===== src/sv/dfl_pkg.sv =====
// ----------------------------------------------------------------------------
// dfl_pkg
// Shared types and constants for the box decode block.
// ----------------------------------------------------------------------------
`default_nettype none
package dfl_pkg;
    localparam int BINS_PER_SIDE = 16;
    localparam int CLASS_SLOTS   = 80;
    localparam int MAX_GRID      = 256;
    localparam int BOX_BYTES     = 4 * BINS_PER_SIDE;
    localparam int CELL_BYTES    = BOX_BYTES + CLASS_SLOTS;
    localparam int BIN_W         = $clog2(BINS_PER_SIDE);
    localparam int POS_W         = $clog2(CELL_BYTES);
    localparam int GRID_W        = $clog2(MAX_GRID);

    localparam logic [1:0] OP_LOGIT = 2'd0;
    localparam logic [1:0] OP_EXP   = 2'd1;
    localparam logic [1:0] OP_SIG   = 2'd2;
    localparam logic [1:0] OP_RSVD  = 2'd3;

    localparam logic [2:0] REG_THRESH = 3'd0;
    localparam logic [2:0] REG_CLASS  = 3'd1;
    localparam logic [2:0] REG_GW     = 3'd2;
    localparam logic [2:0] REG_GH     = 3'd3;
    localparam logic [2:0] REG_STRIDE = 3'd4;

    // commands from controller to datapath
    typedef struct packed {
        logic load;      // latch an incoming item
        logic acc;       // add weight into sums
        logic div_start; // begin side division
        logic div_step;  // one quotient bit
        logic div_done;  // store distance, clear sums
        logic box_calc;  // compute box terms
        logic box_out;   // finalize and register result
        logic advance;   // advance byte position
    } dfl_cmd_t;

    // status from datapath to controller
    typedef struct packed {
        logic [1:0] op;
        logic       is_box;
        logic       last_bin;
        logic       emit;
        logic       div_last;
        logic       out_full;
    } dfl_stat_t;
endpackage
`default_nettype wire


===== src/sv/dfl_ctrl.sv =====
// ----------------------------------------------------------------------------
// dfl_ctrl
// Sequencer for one item: fetch, accumulate, divide, box, output.
// ----------------------------------------------------------------------------
`default_nettype none
module dfl_ctrl
    import dfl_pkg::*;
(
    input  wire logic      clk,
    input  wire logic      rst_n,
    input  wire logic      in_valid,
    output logic           in_stall,
    input  wire dfl_stat_t stat,
    output dfl_cmd_t       cmd
);
    typedef enum logic [2:0] {S_IDLE, S_EXEC, S_DIV, S_DONE, S_BOX1, S_BOX2, S_OUT}
        state_t;
    state_t state_reg, state_next;

    assign in_stall = (state_reg != S_IDLE);

    always_comb
    begin
        cmd = '0;
        state_next = state_reg;
        unique case (state_reg)
            S_IDLE:
            begin
                if (in_valid)
                begin
                    cmd.load = 1'b1;
                    state_next = S_EXEC;
                end
            end
            S_EXEC:
            begin
                if (stat.op != OP_LOGIT)
                    state_next = S_IDLE;
                else if (stat.is_box)
                begin
                    cmd.acc = 1'b1;
                    if (stat.last_bin)
                        state_next = S_DIV;
                    else
                    begin
                        cmd.advance = 1'b1;
                        state_next = S_IDLE;
                    end
                end
                else if (stat.emit)
                begin
                    cmd.box_calc = 1'b1;
                    state_next = S_BOX2;
                end
                else
                begin
                    cmd.advance = 1'b1;
                    state_next = S_IDLE;
                end
            end
            S_DIV:
            begin
                cmd.div_start = 1'b1;
                state_next = S_DONE;
            end
            S_DONE:
            begin
                cmd.div_step = 1'b1;
                if (stat.div_last)
                    state_next = S_BOX1;
            end
            S_BOX1:
            begin
                cmd.div_done = 1'b1;
                cmd.advance = 1'b1;
                state_next = S_IDLE;
            end
            S_BOX2:
            begin
                cmd.box_calc = 1'b1;
                state_next = S_OUT;
            end
            S_OUT:
            begin
                if (!stat.out_full)
                begin
                    cmd.box_out = 1'b1;
                    cmd.advance = 1'b1;
                    state_next = S_IDLE;
                end
            end
            default: state_next = S_IDLE;
        endcase
    end

    always_ff @(posedge clk or negedge rst_n)
    begin
        if (!rst_n)
            state_reg <= S_IDLE;
        else
            state_reg <= state_next;
    end
endmodule
`default_nettype wire


===== config.mk =====
export PLATFORM = sky130hd
export DESIGN_NAME = dfl_ctrl
export DESIGN_NICKNAME = d
export VERILOG_FILES = /design/src/sv/dfl_pkg.sv /design/src/sv/dfl_ctrl.sv
export SDC_FILE = /design/constraint.sdc
export NUM_CORES = 1
export LEC_CHECK = 0
export ABC_AREA = 1
export BUFFER_PORTS_ARGS = -buffer_cell sky130_fd_sc_hd__buf_2
export CAP_MARGIN = 20
export CORE_AREA = 4 4 41 43
export DETAILED_ROUTE_END_ITERATION = 10
export DIE_AREA = 0 0 45 47
export SETUP_SLACK_MARGIN = 0.15
export SLEW_MARGIN = 10
export SYNTH_ARGS = -nofsm -noshare
export SYNTH_HDL_FRONTEND = slang
export SYNTH_SLANG_ARGS = --single-unit

===== constraint.sdc =====
create_clock -name clk -period 1.4 [get_ports clk]
set_input_delay 0.28 -clock clk [delete_from_list [all_inputs] [get_ports clk]]
set_output_delay 0.28 -clock clk [all_outputs]
set_load 0.1 [all_outputs]

==> run summary, run 1 <==
Non-Filler Instances: 101
Crit path depth: 4
Syn Inst Count: 50
Layout area overhead: 199%
Setup TNS Final: -1.43 ns
Detailed placer's ending HPWL: 858 um
Max Fanout on Critical Path: 5
Worst setup SP type: flip-flop
Worst Path Required: 1.12 ns
1st-iter DRT viols: 2
RSZ-0062 raised after global routing: true
Post-DRT Antenna Nets: 0
Reg2Reg Capture Point: state_reg[2]
DR vias/cell: 4.46
Layout cells sized above 1: 0.674
Crit path to: cmd[0]
Post-synth top cells: nand2_1 (14), inv_1 (7), nor2_1 (5)
Worst-Margin Slew: 0.262 ns
Slowest cell on crit path: dfrtp_2
EDFF count, synth: 0
Initial core utilization: 0.226
Main synth FF type: dfrtp_1
Synth area leaders: dfrtp_1 (26%), nand2_1 (18%), inv_1 (8.9%)
CP top delay family: flip-flops
Min Tclk post-route: 1.64 ns
Routed wire per std cell: 10.8 um
Worst-Skew Late Latency: 0.23 ns
Clk root buf: clkbuf_4
F_max: 611 MHz
H-Tree Depth: 1
CP Class: flip-flop to output port
Sink Count: 3
Seq cells post-synth: 3
Pre-antenna DRT Iters: 4
Worst vdd ir: 0.00107 V
Synthesized area per cell: 5.88 sq um
Critical path buffers and inverters: 2
Largest register FFs: 3
Row count: 13
Die H: 47 um
Bufs on Longest Clock Path: 2
Yosys cell types: 15
Largest net degree at the start of global routing: 9
GRT Util Overall: 0.120
Final setup margin: -0.237 ns
Yosys top cell by area: dfrtp_1
IO Pins: 19
Post-place setup slack: -0.0246 ns
First-pass GRT wire length: 1820 um
Critical Path Sink Type: output port
Core footprint: 1300 sq um
Final hold viol count: 0
Relative slew slack: 0.824
Status: finished with violations
GRT overflow: 0
R2R setup slack: 0.07 ns
Final nets: 97
Mapped cell area: 294 sq um
Routability Congestion: 0.776
Worst-path clk slew: 0.04 ns
CP startpoint: state_reg[1]
LEAKAGE: 0.417 nW
Post-synthesis sequential area ratio: 0.255
Utilization after layout: 0.676
Multi-input logic area: 325 sq um
Critical hold path startpoint: stat[1]
Wirelength, routed: 1090 um
Antenna violations before repair: 0
Cts bufs inserted: 3
N_diodes: 0
Count leader, synth: nand2_1
Reg2Reg Depth: 10
Failing checks: setup timing
Pwr per Cell Area: 2490 nW/um^2
Final period util: 1.17
RR Startpoint: state_reg[0]
DRC: 0
Final setup viols: 9
Largest stage delay, worst path: 0.42 ns
Count of final max-slew check failures: 0
Worst Skew: 0.000516 ns
Hold Crit Class: primary input to flip-flop
Die ar.: 2120 sq um
Post-synth top area share: 0.255
FF+latch area: 78.8 sq um
Syn. warnings: 0
Vias in the first global route: 437
Fill cells: 95
Placed cell count: 89
Syn_nets: 60
Die X: 45 um
CP Cell Sequence: buf_6, a211o_1, o21ai_4, buf_12
Async set or reset register ratio after synthesis: 1.00
CP arrival: 1.36 ns
Via count: 450
CTS tree: built
Port Buffers: 18
Max_cap viols: 0
-- worst min path at each step --
stage,endpoint,slack [ns],depth (start not counted)
global placement,state_reg[2],0.08,1
finish,state_reg[0],0.33,4
detailed placement,state_reg[2],0.08,1
floorplan,state_reg[0],-0.02,0
CTS,state_reg[0],0.33,4
global route,state_reg[0],0.35,4
-- kinds of logic after synthesis --
kind of cell,Yosys count,share of synthesized area
buffers and inverters,9,0.115
and+or+nand+nor,34,0.549
DFF,3,0.255
AOI/OAI and AO/OA,4,0.0808
-- per-stage QoR --
stage | area [sq um] | hold WS, ns | power, mW
4_1_cts | 791 | 0.329 | 1.98
6_report | 880 | 0.333 | 2.19
5_1_grt | 880 | 0.350 | 2.30
2_1_floorplan | 380 | -0.0156 | 1.11
3_5_place_dp | 682 | 0.0792 | 1.67
3_3_place_gp | 682 | 0.0783 | 1.65
-- cell type report --
type / count / share of cell area
Clock buffer: 4 / 0.0299
Inverter: 9 / 0.0654
Multi-Input combinational cell: 38 / 0.370
Sequential cell: 3 / 0.0896
Tap cell: 15 / 0.0213
Timing Repair Buffer: 32 / 0.424
-- cell usage in the layout (no fill, tap or decap), types with 2 or more instances in the layout --
| master | synthesis | routed |
|---|---|---|
| buf_12 | 0 | 11 |
| buf_2 | 0 | 9 |
| buf_4 | 0 | 7 |
| buf_6 | 0 | 4 |
| clkbuf_4 | 0 | 3 |
| dfrtp_2 | 0 | 3 |
| inv_1 | 7 | 5 |
| nand2_1 | 14 | 12 |
| nand2_4 | 0 | 3 |
| nand3_1 | 4 | 2 |
| nand3_4 | 0 | 3 |
| nor2_1 | 5 | 3 |
| nor2_4 | 0 | 4 |
| o21ai_4 | 0 | 2 |
-- worst min-delay path: cells and delay by family --
family                 cells  cell delay (ns)
and+or+nand+nor            2             0.12
buffers and inverters      2             0.12
-- power breakdown --
part / internal (mW) / switching, mW
combinational: 0.776 / 1.08
clock: 0.107 / 0.0420
sequential: 0.130 / 0.0600
total: 1.01 / 1.18
-- routing by layer --
metal / track usage / vias up / share of wire / routed length [um]
li1: - / 234 / - / -
met1: 0.144 / 204 / 0.39 / 423
met2: 0.201 / 12 / 0.57 / 619
met3: 0.0345 / 0 / 0.045 / 49
met4: 0.0526 / 0 / 0 / 0
met5: 0 / - / 0 / 0
-- timing repair --
action                                  CTS  global route
endpoints found under the setup margin    9            11
buffers inserted                          2             5
pin swaps                                 7             7
hold endpoints to repair                  3             0
hold buffers                              1             0
gates resized for setup                  13             8
Note: power is estimated with default switching activity, not from simulation.
==> run 2, diff against run 1 <==
--- a/config.mk
+++ b/config.mk
@@ -5,12 +5,12 @@
 export SDC_FILE = /design/constraint.sdc
 export NUM_CORES = 1
 export LEC_CHECK = 0
-export ABC_AREA = 1
-export BUFFER_PORTS_ARGS = -buffer_cell sky130_fd_sc_hd__buf_2
+export ABC_AREA = 0
 export CAP_MARGIN = 20
 export CORE_AREA = 4 4 41 43
 export DETAILED_ROUTE_END_ITERATION = 10
 export DIE_AREA = 0 0 45 47
+export DONT_BUFFER_PORTS = 1
 export SETUP_SLACK_MARGIN = 0.15
 export SLEW_MARGIN = 10
 export SYNTH_ARGS = -nofsm -noshare
==> run 2 against run 1 <==
  * The flow still finishes with violations (setup timing)
  * Wire length up 3.2%
  * Sequential cell count unchanged
  * Clock skew up 0.0027 ns
  * Maximum frequency down 1.5%
  * Non-clock buffer count down 12
  * Worst hold slack worse by 0.17 ns
  * Die area unchanged
  * Critical path depth down 1
  * Register-to-register slack worse by 0.05 ns
==> run summary, run 2 <==
Clk root buf: clkbuf_4
Slowest cell on crit path: a211o_4
Max_cap viols: 0
Status: finished with violations
Routability Congestion: 0.843
DR vias/cell: 4.99
F_max: 602 MHz
Mapped cell area: 338 sq um
Synth Area in Compound Gates: 0.263
CP startpoint: state_reg[0]
Final setup margin: -0.262 ns
Vias in the first global route: 430
Final nets: 72
Post-Synth Simple-Gate Area: 0.367
CP top delay family: compound AO/OA/AOI/OAI gates
Seq cells post-synth: 3
Via count: 379
CP Class: flip-flop to output port
Wirelength, routed: 1130 um
Count of final max-slew check failures: 0
Largest net degree at the start of global routing: 6
Initial core utilization: 0.260
Commonest cells after routing, fill and taps aside: buf_4 (11), buf_12 (7)
Critical hold path startpoint: stat[1]
Yosys top cell by area: dfrtp_1
Core footprint: 1300 sq um
Bufs on Longest Clock Path: 2
First-pass GRT wire length: 1810 um
Synth area leaders: dfrtp_1 (22%), buf_6 (6.7%), o32ai_1 (5.2%)
Final setup viols: 9
Syn. warnings: 0
RSZ-0062 raised after global routing: true
Layout cells sized above 1: 0.738
Xor/xnor share of the synthesized area: 0.0259
Max Fanout on Critical Path: 4
Layout area overhead: 115%
Post-DRT Antenna Nets: 0
CTS tree: built
Post-synth top cells: inv_1 (4), dfrtp_1 (3), nor2_1 (3)
Sink Count: 3
Worst-path clk slew: 0.03 ns
Antenna violations before repair: 0
CP Cell Sequence: nor2b_4, and2_4, a211o_4
Worst-Skew Late Latency: 0.23 ns
Worst Skew: 0.00317 ns
Failing checks: setup timing
Row count: 13
R2R setup slack: 0.02 ns
Crit path depth: 3
H-Tree Depth: 1
GRT overflow: 0
Synthesized area per cell: 8.66 sq um
Hold Crit Class: primary input to flip-flop
1st-iter DRT viols: 5
Worst setup SP type: flip-flop
Hold path cells: 1
DRC: 0
Post-synthesis sequential area ratio: 0.222
Die ar.: 2120 sq um
Worst-Margin Slew: 0.266 ns
Min Tclk post-route: 1.66 ns
N_diodes: 0
Port Buffers: 0
CP arrival: 1.38 ns
Count leader, synth: inv_1
Final hold viol count: 0
Die H: 47 um
Most common cell after layout, fill and taps aside: buf_4
Syn_nets: 49
Post-synth top area share: 0.222
Critical path buffers and inverters: 0
Worst Path Required: 1.12 ns
Adder-cell share of the synthesized area: 0
Dpl cell area: 601 sq um
Hold worst-path end: state_reg[0]
Post-synthesis mux area share: 0
EDFF count, synth: 0
Cts bufs inserted: 3
Largest register FFs: 3
RR Startpoint: state_reg[1]
Reg2Reg Capture Point: state_reg[0]
Critical Path Sink Type: output port
Relative slew slack: 0.820
Reg2Reg Depth: 5
GRT Util Overall: 0.119
Die X: 45 um
Final period util: 1.19
Async set or reset register ratio after synthesis: 1.00
Detailed placer's ending HPWL: 863 um
Syn Inst Count: 39
Main synth FF type: dfrtp_1
Design area: 726 sq um
Pre-antenna DRT Iters: 4
IO Pins: 19
Yosys cell types: 28
Largest family of logic cells by synthesized area: simple AND/OR/NAND/NOR gates
Fill cells: 126
Routed wire per std cell: 14.8 um
Largest stage delay, worst path: 0.46 ns
-- run 2: changes by cell type after synthesis, moves of 2 or more --
cell and change:
nor2_1 -2, a21oi_1 +2, nand2_1 -13, nor2_2 -3, nand2_2 -3, o32ai_1 +2
o21ai_1 -2, inv_1 -3, nand3_1 -2, buf_6 +2
-- run 2: through the flow --
step | std cells | utilization | hold WS [ns] | worst slack (ns) | TNS (ns)
after floorplan | 39 | - | -0.0156 | -0.732 | -2.12
after global placement | 70 | 0.462 | -0.0155 | -0.0178 | -0.0178
after detailed placement | 70 | 0.462 | -0.0155 | -0.0489 | -0.0746
after CTS | 75 | 0.533 | 0.157 | -0.272 | -1.36
after global routing | 76 | 0.558 | 0.158 | -0.285 | -1.83
final | 76 | 0.558 | 0.164 | -0.262 | -1.45
-- run 2: timing repair --
item	CTS	global route
setup buffers	0	1
hold buffers	1	0
gates resized for setup	14	4
setup endpoints to repair	11	11
pin swaps	7	3
endpoints found under the hold margin	3	0
-- run 2: how the worst max path moves through the flow --
stage | endpoint | slack (ns)
final | cmd[0] | -0.26
after global routing | cmd[0] | -0.28
after CTS | cmd[0] | -0.27
after detailed placement | cmd[0] | -0.05
after global placement | cmd[0] | -0.02
after floorplan | cmd[0] | -0.73
-- run 2: layout make-up --
cell class / instances / area [sq um] / area share
timing repair buffer: 20 / 244 / 0.336
clock buffer: 4 / 26.3 / 0.0362
inverter: 5 / 18.8 / 0.0259
sequential: 3 / 77.6 / 0.107
multi-input combinational: 29 / 340 / 0.469
tap: 15 / 18.8 / 0.0259
-- run 2: cells by family (layout without fill, tap and decap cells) --
group | count (synthesis) | in the layout
AO/OA/AOI/OAI | 11 | 11
flip-flops | 3 | 3
XOR/XNOR | 1 | 1
AND/OR/NAND/NOR | 17 | 17
buffers and inverters | 7 | 29
-- run 2: metal layers --
layer	wire length (um)	vias to the layer above	track usage
met5	0	-	0
met4	0	0	0.0351
met3	103	0	0.0460
met2	587	19	0.206
met1	437	174	0.135
li1	-	186	-
Power of run 2 is left out: the tool's default activity adds up to more than one toggle a clock period on the data nets, which glitch-free logic cannot reach.
